[config.mk]
export PLATFORM = sky130hd
export DESIGN_NAME = door_triggered_pump_timer
export DESIGN_NICKNAME = d
export VERILOG_FILES = /design/src/hw/rtl/dtpt_pkg.sv /design/src/hw/rtl/door_triggered_pump_timer.sv /design/src/hw/rtl/dtpt_cfg_regs.sv /design/src/hw/rtl/dtpt_ctrl.sv /design/src/hw/rtl/dtpt_out_skid.sv
export SDC_FILE = /design/constraint.sdc
export NUM_CORES = 1
export LEC_CHECK = 0
export ABC_AREA = 1
export BUFFER_PORTS_ARGS = -buffer_cell sky130_fd_sc_hd__buf_2
export CAP_MARGIN = 20
export CORE_ASPECT_RATIO = 0.9
export CORE_UTILIZATION = 30
export CTS_CLUSTER_SIZE = 28
export DETAILED_ROUTE_END_ITERATION = 7
export SLEW_MARGIN = 20
export SYNTH_ARGS = -nofsm -noshare
export SYNTH_HDL_FRONTEND = slang
export SYNTH_HIERARCHICAL = 1
export SYNTH_SLANG_ARGS = --single-unit
[constraint.sdc]
create_clock -name clk -period 4.2 [get_ports clk]
set_input_delay 0.42 -clock clk [delete_from_list [all_inputs] [get_ports clk]]
set_output_delay 0.42 -clock clk [all_outputs]
set_load 0.02 [all_outputs]
[src/hw/rtl/dtpt_pkg.sv]
// ----------------------------------------------------------------------------
// dtpt_pkg
// Shared types and constants of the door-triggered pump timer: mode codes,
// configuration register indexes, reset values and the words passed between
// the submodules.
// ----------------------------------------------------------------------------
package dtpt_pkg;

  // Field widths fixed by the register map
  localparam int HOLD_W        = 16;
  localparam int CFG_RUN_W     = 24;
  localparam int CFG_IDX_W     = 3;
  localparam int CFG_DATA_W    = 24;
  localparam int MODE_W        = 2;
  localparam int DEF_RUN_WIDTH = 24;

  // Register reset values
  localparam logic [HOLD_W-1:0]    RST_SHORT_HOLD = 16'd100;
  localparam logic [HOLD_W-1:0]    RST_LONG_HOLD  = 16'd300;
  localparam logic [HOLD_W-1:0]    RST_SETTLE     = 16'd200;
  localparam logic [HOLD_W-1:0]    RST_CANCEL     = 16'd300;
  localparam logic [CFG_RUN_W-1:0] RST_SHORT_RUN  = 24'd30000;
  localparam logic [CFG_RUN_W-1:0] RST_LONG_RUN   = 24'd60000;

  // Operating mode, also the encoding of the mode output
  typedef enum logic [MODE_W-1:0] {
    MODE_IDLE     = 2'd0,
    MODE_RESERVED = 2'd1,
    MODE_RUNNING  = 2'd2
  } mode_t;

  // Configuration register indexes
  typedef enum logic [CFG_IDX_W-1:0] {
    CFG_SHORT_HOLD = 3'd0,
    CFG_LONG_HOLD  = 3'd1,
    CFG_SETTLE     = 3'd2,
    CFG_CANCEL     = 3'd3,
    CFG_SHORT_RUN  = 3'd4,
    CFG_LONG_RUN   = 3'd5
  } cfg_idx_t;

  // Effective settings: zero values already forced up to one
  typedef struct packed {
    logic [HOLD_W-1:0]    short_th;
    logic [HOLD_W-1:0]    long_th;
    logic [HOLD_W-1:0]    settle_th;
    logic [HOLD_W-1:0]    cancel_th;
    logic [CFG_RUN_W-1:0] short_run;
    logic [CFG_RUN_W-1:0] long_run;
  } cfg_t;

  // One result word
  typedef struct packed {
    logic          drive_on;
    logic [MODE_W-1:0] mode;
  } result_t;

endpackage

[src/hw/rtl/door_triggered_pump_timer.sv]
// ----------------------------------------------------------------------------
// door_triggered_pump_timer
// Door-triggered recirculation timer: one door sample in, one output word out.
// ----------------------------------------------------------------------------
// One door-switch sample is taken per word and one result word (drive_on,
// mode) comes back for each via the output register or skid. A new sample
// is accepted every cycle while the skid is empty: mode machine, hold counter
// and run countdown all update per sample, and the one-entry skid behind the
// output register keeps in_ready high while one finished word waits on
// out_ready. The user writes settings (cfg_we/cfg_index/cfg_data) only while
// idle; the block does not enforce this. Zero thresholds and durations act
// as one, and run durations saturate at 2^RUN_WIDTH-1.
module door_triggered_pump_timer #(
  parameter int RUN_WIDTH = dtpt_pkg::DEF_RUN_WIDTH
) (
  input  logic                            clk,
  input  logic                            rst,
  input  logic                            in_valid,
  output logic                            in_ready,
  input  logic                            door_open,
  output logic                            out_valid,
  input  logic                            out_ready,
  output logic                            drive_on,
  output logic [dtpt_pkg::MODE_W-1:0]     mode,
  input  logic                            cfg_we,
  input  logic [dtpt_pkg::CFG_IDX_W-1:0]  cfg_index,
  input  logic [dtpt_pkg::CFG_DATA_W-1:0] cfg_data
);
  import dtpt_pkg::*;

  cfg_t    cfg;
  result_t step_result;
  result_t out_word;
  logic    in_fire;

  assign in_fire = in_valid && in_ready;

  // Settings
  dtpt_cfg_regs u_cfg_regs (
    .clk       (clk),
    .rst       (rst),
    .cfg_we    (cfg_we),
    .cfg_index (cfg_index),
    .cfg_data  (cfg_data),
    .cfg       (cfg)
  );

  // Mode machine
  dtpt_ctrl #(
    .RUN_WIDTH (RUN_WIDTH)
  ) u_ctrl (
    .clk       (clk),
    .rst       (rst),
    .step      (in_fire),
    .door_open (door_open),
    .cfg       (cfg),
    .result    (step_result)
  );

  // Result register and skid
  dtpt_out_skid u_out_skid (
    .clk       (clk),
    .rst       (rst),
    .push      (in_fire),
    .push_data (step_result),
    .can_push  (in_ready),
    .out_valid (out_valid),
    .out_ready (out_ready),
    .out_data  (out_word)
  );

  assign drive_on = out_word.drive_on;
  assign mode     = out_word.mode;

endmodule

[src/hw/rtl/dtpt_cfg_regs.sv]
// ----------------------------------------------------------------------------
// dtpt_cfg_regs
// Configuration register file. Holds the six settings and presents them with
// zero thresholds and durations read as one.
// ----------------------------------------------------------------------------
module dtpt_cfg_regs (
  input  logic                           clk,
  input  logic                           rst,
  input  logic                           cfg_we,
  input  logic [dtpt_pkg::CFG_IDX_W-1:0] cfg_index,
  input  logic [dtpt_pkg::CFG_DATA_W-1:0] cfg_data,
  output dtpt_pkg::cfg_t                 cfg
);
  import dtpt_pkg::*;

  logic [HOLD_W-1:0]    short_hold;
  logic [HOLD_W-1:0]    long_hold;
  logic [HOLD_W-1:0]    settle;
  logic [HOLD_W-1:0]    cancel;
  logic [CFG_RUN_W-1:0] short_run;
  logic [CFG_RUN_W-1:0] long_run;

  // Register writes; unknown indexes are dropped
  always_ff @(posedge clk) begin
    if (rst) begin
      short_hold <= RST_SHORT_HOLD;
      long_hold  <= RST_LONG_HOLD;
      settle     <= RST_SETTLE;
      cancel     <= RST_CANCEL;
      short_run  <= RST_SHORT_RUN;
      long_run   <= RST_LONG_RUN;
    end else if (cfg_we) begin
      unique case (cfg_idx_t'(cfg_index))
        CFG_SHORT_HOLD: short_hold <= cfg_data[HOLD_W-1:0];
        CFG_LONG_HOLD:  long_hold  <= cfg_data[HOLD_W-1:0];
        CFG_SETTLE:     settle     <= cfg_data[HOLD_W-1:0];
        CFG_CANCEL:     cancel     <= cfg_data[HOLD_W-1:0];
        CFG_SHORT_RUN:  short_run  <= cfg_data[CFG_RUN_W-1:0];
        CFG_LONG_RUN:   long_run   <= cfg_data[CFG_RUN_W-1:0];
        default: ;
      endcase
    end
  end

  // Zero means one
  always_comb begin
    cfg.short_th  = (short_hold == '0) ? HOLD_W'(1) : short_hold;
    cfg.long_th   = (long_hold == '0)  ? HOLD_W'(1) : long_hold;
    cfg.settle_th = (settle == '0)     ? HOLD_W'(1) : settle;
    cfg.cancel_th = (cancel == '0)     ? HOLD_W'(1) : cancel;
    cfg.short_run = (short_run == '0)  ? CFG_RUN_W'(1) : short_run;
    cfg.long_run  = (long_run == '0)   ? CFG_RUN_W'(1) : long_run;
  end

endmodule

[src/hw/rtl/dtpt_ctrl.sv]
// ----------------------------------------------------------------------------
// dtpt_ctrl
// Mode state machine with the hold counter and the run countdown. Advances
// once per accepted door sample and produces that sample's result word.
// ----------------------------------------------------------------------------
module dtpt_ctrl #(
  parameter int RUN_WIDTH = dtpt_pkg::DEF_RUN_WIDTH
) (
  input  logic              clk,
  input  logic              rst,
  input  logic              step,
  input  logic              door_open,
  input  dtpt_pkg::cfg_t    cfg,
  output dtpt_pkg::result_t result
);
  import dtpt_pkg::*;

  mode_t                mode_reg, mode_reg_next;
  logic [HOLD_W-1:0]    hold_count, hold_count_next;
  logic                 reserve_long, reserve_long_next;
  logic [RUN_WIDTH-1:0] run_remaining, run_remaining_next;

  logic [CFG_RUN_W-1:0] dur_sel;
  logic [RUN_WIDTH-1:0] run_len;
  logic [HOLD_W-1:0]    cnt_limit;
  logic [HOLD_W-1:0]    cnt_up;
  logic [RUN_WIDTH-1:0] run_dec;

  // Reserved duration, saturated to the countdown width
  assign dur_sel = reserve_long ? cfg.long_run : cfg.short_run;

  generate
    if (RUN_WIDTH >= CFG_RUN_W) begin : g_wide
      assign run_len = RUN_WIDTH'(dur_sel);
    end else begin : g_narrow
      assign run_len = (|(dur_sel >> RUN_WIDTH)) ? {RUN_WIDTH{1'b1}}
                                                 : RUN_WIDTH'(dur_sel);
    end
  endgenerate

  // Saturating hold counter against the threshold of the current mode
  always_comb begin
    unique case (mode_reg)
      MODE_IDLE:     cnt_limit = cfg.long_th;
      MODE_RESERVED: cnt_limit = cfg.settle_th;
      MODE_RUNNING:  cnt_limit = cfg.cancel_th;
      default:       cnt_limit = cfg.long_th;
    endcase
    cnt_up = (hold_count < cnt_limit) ? hold_count + HOLD_W'(1) : cnt_limit;
  end

  assign run_dec = (run_remaining != '0) ? run_remaining - RUN_WIDTH'(1) : '0;

  // State registers
  always_ff @(posedge clk) begin
    if (rst) begin
      mode_reg      <= MODE_IDLE;
      hold_count    <= '0;
      reserve_long  <= 1'b0;
      run_remaining <= '0;
    end else if (step) begin
      mode_reg      <= mode_reg_next;
      hold_count    <= hold_count_next;
      reserve_long  <= reserve_long_next;
      run_remaining <= run_remaining_next;
    end
  end

  // Next state and result word
  always_comb begin
    mode_reg_next      = mode_reg;
    hold_count_next    = hold_count;
    reserve_long_next  = reserve_long;
    run_remaining_next = run_remaining;

    unique case (mode_reg)
      MODE_IDLE: begin
        if (door_open) begin
          // long hold reserves at once
          if (cnt_up >= cfg.long_th) begin
            reserve_long_next = 1'b1;
            mode_reg_next     = MODE_RESERVED;
            hold_count_next   = '0;
          end else begin
            hold_count_next = cnt_up;
          end
        end else begin
          // release after a short hold
          if (hold_count >= cfg.short_th) begin
            reserve_long_next = (hold_count >= cfg.long_th);
            mode_reg_next     = MODE_RESERVED;
          end
          hold_count_next = '0;
        end
      end
      MODE_RESERVED: begin
        if (door_open) begin
          hold_count_next = '0;
        end else if (cnt_up >= cfg.settle_th) begin
          run_remaining_next = run_len;
          reserve_long_next  = 1'b0;
          hold_count_next    = '0;
          mode_reg_next      = MODE_RUNNING;
        end else begin
          hold_count_next = cnt_up;
        end
      end
      MODE_RUNNING: begin
        if (door_open) begin
          // held open: cancel check, no countdown
          if (cnt_up >= cfg.cancel_th) begin
            run_remaining_next = '0;
            hold_count_next    = '0;
            mode_reg_next      = MODE_IDLE;
          end else begin
            hold_count_next = cnt_up;
          end
        end else begin
          hold_count_next    = '0;
          run_remaining_next = run_dec;
          if (run_dec == '0) begin
            mode_reg_next = MODE_IDLE;
          end
        end
      end
      default: begin
        mode_reg_next   = MODE_IDLE;
        hold_count_next = '0;
      end
    endcase

    result.drive_on = (mode_reg_next == MODE_RUNNING);
    result.mode     = mode_reg_next;
  end

endmodule

[src/hw/rtl/dtpt_out_skid.sv]
// ----------------------------------------------------------------------------
// dtpt_out_skid
// Output register with one skid entry. Upstream ready comes from a register,
// so a stalled output never blocks the word already in flight.
// ----------------------------------------------------------------------------
module dtpt_out_skid (
  input  logic              clk,
  input  logic              rst,
  input  logic              push,
  input  dtpt_pkg::result_t push_data,
  output logic              can_push,
  output logic              out_valid,
  input  logic              out_ready,
  output dtpt_pkg::result_t out_data
);
  import dtpt_pkg::*;

  logic    skid_valid;
  result_t skid_data;

  assign can_push = !skid_valid;

  // Output slot and skid entry
  always_ff @(posedge clk) begin
    if (rst) begin
      out_valid  <= 1'b0;
      skid_valid <= 1'b0;
    end else if (out_ready || !out_valid) begin
      // output slot frees this cycle
      if (skid_valid) begin
        out_data   <= skid_data;
        out_valid  <= 1'b1;
        skid_valid <= 1'b0;
      end else if (push) begin
        out_data  <= push_data;
        out_valid <= 1'b1;
      end else begin
        out_valid <= 1'b0;
      end
    end else if (push) begin
      // output stalled: park the new word
      skid_data  <= push_data;
      skid_valid <= 1'b1;
    end
  end

endmodule

Word-level counts from Yosys, hierarchy flattened
Cells that the tools add are included.
Widths: inputs -> output; s select.
- memories kept: 0
- input port bits: 33
- bits in latches: 0
- bits in registers: 163
- memory bits (read-only): 0
- RAM bits: 0
- equality and inequality tests: 13
- shift-type cells: 0
- reductions and logical operators: 28
- $mul: 0
- muxes and demuxes: 41
- bitwise operators: 2
- add/sub/neg operators: 2
- divide/modulo/power cells: 0
- magnitude comparators: 6
- operators with widths (kind ; count):
    $mux 24 ; 8
    $mux 16 ; 11
    $ge 16x16->1 ; 5
    $logic_not 24->1 ; 3
    $logic_not 16->1 ; 4
    $pmux 16 s3 ; 1
    $pmux 24 s2 ; 1
    $pmux 16 s2 ; 1
    $reduce_bool 24->1 ; 1
    $sub 24x1->24 const B ; 1
    $add 16x1->16 const B ; 1
    $lt 16x16->1 ; 1
    $mux 2 ; 8
    $reduce_and 2->1 ; 6
    $ne 3x2->1 const B ; 3
    $mux 1 ; 7
    $eq 3x2->1 const B ; 2
    $eq 3x3->1 const B ; 2
    $mux 3 ; 2
    $pmux 2 s3 ; 1
    $reduce_and 3->1 ; 2
    $reduce_and 6->1 ; 1
    $reduce_bool 2->1 ; 3
    $reduce_and 5->1 ; 1
    other kinds (13) ; 16

Logic depth before layout (Yosys ltp)
- depth after elaboration: 12
- gate-level depth with buffers: 35

Cells and area by module
The synthesis kept the hierarchy.
- modules (own cells, without submodules) (module ; times used ; area each (um^2) ; cells each):
    dtpt_ctrl ; 1 ; 6241.0 ; 1004
    dtpt_cfg_regs ; 1 ; 5033.6 ; 752
    dtpt_out_skid ; 1 ; 310.3 ; 29
    door_triggered_pump_timer ; 1 ; 7.5 ; 2

Least setup slack after synthesis
No wires, ideal clock.
- path type: reg2reg
- from: register u_ctrl.mode_reg[0]
- to: register u_out_skid/out_data[2] (netlist bit) (data pin)
- library setup time: 0.252 ns
- buffers on the path: 2
- stages on the path, launching flop included: 31
- setup slack: -0.345 ns
- data arrival time: 4.293 ns
- clock period less this slack: 4.545 ns
- data required time: 3.948 ns
- path through: dfxtp_1 -> inv_1 -> ha_1 -> inv_1 -> clkbuf_1 -> o221ai_1 -> o21ai_0 -> ha_1 -> a21oi_1 -> nand3b_1 -> a21oi_1 -> nor4_2 -> nand2_2 -> buf_6 -> nand2_1 -> o21ai_0 -> ha_1 -> nand2_1 -> o21ai_0 -> nand2_1 -> nand2_1 -> nand2_1 -> nand3_1 -> o21ai_0 -> or2_2 -> a21oi_1 -> nand2_2 -> inv_2 -> nor2_2 -> nand2_1 -> nand2_1
- RTL lines (what ; RTL line ; text):
    start: declaration ; dtpt_ctrl.sv:18 ; mode_t mode_reg, mode_reg_next;
    start signal: assignment ; dtpt_ctrl.sv:62 ; mode_reg <= mode_reg_next;
    end signal: assignment ; dtpt_out_skid.sv:31 ; out_data <= skid_data;
    end signal: assignment ; dtpt_out_skid.sv:35 ; out_data <= push_data;
    end: declaration ; dtpt_out_skid.sv:14 ; output dtpt_pkg::result_t out_data

Worst setup path in the final report
- from: register u_ctrl.mode_reg[0]
- to: register u_ctrl.run_remaining[12]
- word-level cells in the longest chain between the ends: 7
- elaborated cells on any way between the ends: 13
- ends and longest elaborated chain (what ; RTL line ; text):
    $eq 2x2->1 / $eq 2x1->1 (equally long branches) ; dtpt_ctrl.sv:43, dtpt_ctrl.sv:76 ;
    $pmux 16 s2 ; dtpt_ctrl.sv:43 ; unique case (mode_reg)
    $lt 16x16->1 ; dtpt_ctrl.sv:49 ; cnt_up = (hold_count < cnt_limit) ? hold_count + HOLD_W'(1) : cnt_limit;
    $mux 16 ; dtpt_ctrl.sv:49 ;
    $ge 16x16->1, on equally long branches ; dtpt_ctrl.sv:111, dtpt_ctrl.sv:99 ;
    $ne 3x2->1 (no source line) / $ne 2x1->1 (equally long branches) ; - ;
    $reduce_and 5->1 (no source line) ; - ;
    end signal: assignment ; dtpt_ctrl.sv:65 ; run_remaining <= run_remaining_next;
    end: declaration ; dtpt_ctrl.sv:21 ; logic [RUN_WIDTH-1:0] run_remaining, run_remaining_next;
Several ways; a longest one is shown, not always the timed one.
A chain may end at the register's enable or synchronous reset.

==> results.cfg <==
[synthesis]
synthTopCellsByArea = dfxtp_1, ha_1, nand2_1
synth_area_per_cell_um2 = 6.49
ys_seq_area_share_pct = 28.7
yosysWarningCount = 6
synthCells = 1787
synthTopCellsByCount = nand2_1, nor2_1, inv_1
synth_most_common_cell = nand2_1
synth_area_leader_cell = dfxtp_1
postSynthNetCount = 1923
ys.flop_type = dfxtp_1
ys_types = 47
async_flop_share_pct = 0
synth_top_area_share_pct = 27.1
synth-edff-count = 6
synth_area_mm2 = 0.0116
synth-seq-cells = 163

[timing]
setup_ws_ns = -0.290
worstMarginPinSlew_ns = 0.983
finalHoldViolations = 0
setup_viol = 49
drv_slew = 0
maxSlewHeadroom_pct = 34.4
max_freq_mhz = 223
finClkSkew_ns = 0.0207
layout_min_cycle_time_ns = 4.49
period_share_pct = 107
rsz0062_at_grt = yes

[worst_setup_path]
reg2reg_to = u_ctrl/run_remaining[12]
critPathKind = flop to flop
worstReg2RegStart = u_ctrl/mode_reg[0]
critPathMaxFanout = 8
slowest_stage = dfxtp_2
endpoint_kind = flop
crit_top_cell = nand2_1
cp-start-kind = flop
cp.arrival_ns = 4.87
cp.required_ns = 4.58
r2r_setup_slack_ns = -0.29
critical-path-max-stage-delay_ns = 0.34
r2r_cells = 30

[clock_tree]
clock-sinks = 163
cts_tree = built
path_clk_slew_ns = 0.08
insertion_delay_ns = 0.45
clock_path_buffers = 2
cts_hold_buf = 0
clk_root_buffer_cell = clkbuf_16
numCtsBuffers = 17
htreeDepth = 4

[global_route]
grt_pass1_wl_um = 61100
antenna_found_initial = 0
grt_overflow_total = 0
grt_max_degree = 54
grt_pass1_vias = 10800
track_usage_pct = 19.9

[detailed_routing]
drc = 0
ant_nets = 0
routed_wl_um = 40400
vias = 11900
wl_per_cell_um = 17.5
dr.pass1.iters = 5
vias_per_cell = 5.15
drt-initial-drc-count = 1322

[status]
failed_checks = negative setup slack
status = finished with violations

[job]
maxCapViolCount = 0

[final_layout]
fillers = 3853
instances_no_fill = 2310
antennaDiodeCount = 0
finish.instance_area_mm2 = 0.0146
drive_above_1_share_pct = 24.7
area_growth_pct = 26.3
top_regs = u_cfg_regs/long_run x24, u_cfg_regs/short_run x24, u_ctrl/run_remaining x24
nets = 1950

[pwr]
leakage_nw = 6.54
vdd_ir_drop_max_v = 0.000294
p_per_area_mw_per_mm2 = 331

[hold_path]
min_to = u_cfg_regs/long_run[17]
min_path_cells = 3
min-delay-start = cfg_data[17]
holdCritPathClass = input pin to flop

[floorplanning]
die_area_mm2 = 0.0394
pin_count = 38
start_util_pct = 30.8
fp.dieW_um = 209
die_h_um = 188
core_mm2 = 0.0376
row_count = 67

[place]
dp_cells = 2218
place_hpwl_um = 29100
dpl_cell_area_mm2 = 0.0123
dpl_worst_slack_ns = -0.413
place.gp.congestion = 0.928
io_buffers = 37
==> per-layer routing <==
metal	track usage (%)	vias to the layer above	wire (µm)
met3	3.17	42	3310
met2	29.7	459	17400
met4	5.20	0	595
li1	-	5795	-
met1	29.5	5593	19100
met5	0	-	0
==> cell families after synthesis <==
kind of cell / share of synthesized area, %
DFF: 28.7
buffers and inverters: 13.0
and+or+nand+nor: 31.6
xor gates and xnor gates: 1.06
AOI/OAI and AO/OA: 14.6
adders and majority gates: 11.1
==> placed cells by master (no fill, tap or decap), drive strengths merged, types with 16 or more instances in the layout <==
cell and instances:
o21ai 133, nand3 101, nor2 343, buf 179, o211ai 20, nand2 345, clkbuf 19, dfxtp 157
nand4 40, o221ai 16, a21oi 93, inv 191, ha 103
==> worst max path at each step <==
stage,depth (start not counted),to,from
2_1_floorplan,30,u_out_skid/out_data[2],u_ctrl/mode_reg[1]
3_3_place_gp,29,u_out_skid/out_data[2],u_ctrl/mode_reg[0]
3_5_place_dp,30,u_out_skid/out_data[2],u_ctrl/mode_reg[0]
4_1_cts,30,u_out_skid/out_data[2],u_ctrl/mode_reg[0]
5_1_grt,30,u_out_skid/out_data[0],u_ctrl/mode_reg[0]
6_report,30,u_ctrl/run_remaining[12],u_ctrl/mode_reg[0]
==> area by class of cell <==
class / count / area, µm² / area share (%)
tap: 483 / 604 / 4.13
multi-input combinational: 1259 / 7780 / 53.1
sequential: 163 / 3330 / 22.7
inverter: 191 / 746 / 5.09
clock buffer: 17 / 425 / 2.90
timing repair buffer: 181 / 1550 / 10.6
timing repair inverter: 1 / 5.00 / 0.0342
clock inverter: 15 / 209 / 1.43
==> power breakdown <==
group	switching [W]	leakage [nW]	total, W	internal (W)
Combinational	0.000907	4.91	0.00146	0.000550
Sequential	0.0000712	1.33	0.00169	0.00162
Clock	0.000791	0.301	0.00171	0.000915
==> critical path: cells and delay by family, from the launching register on <==
family | cells | cell delay [ns]
buffers and inverters | 8 | 1.26
AOI/OAI and AO/OA | 7 | 1.06
and+or+nand+nor | 12 | 1.05
adders and majority gates | 3 | 0.71
DFF | 1 | 0.34
==> metrics by stage <==
step	hold slack [ns]	power, W	utilization [%]	setup TNS [ns]
final	0.236	0.00485	38.9	-11.88
after global routing	0.262	0.00507	38.9	-22.25
after CTS	0.224	0.00474	37.3	-3.94
after detailed placement	0.473	0.00285	32.8	-15.07
after global placement	0.466	0.00284	32.8	-14.35
after floorplan	0.449	0.00252	-	0
==> what timing repair did <==
action                     CTS  global route
pin swaps                   28            23
gates resized for setup    152           100
setup endpoints to repair   49            49
setup buffers               43            10
gates cloned                 6             3
(Power assumes the default switching activity.)
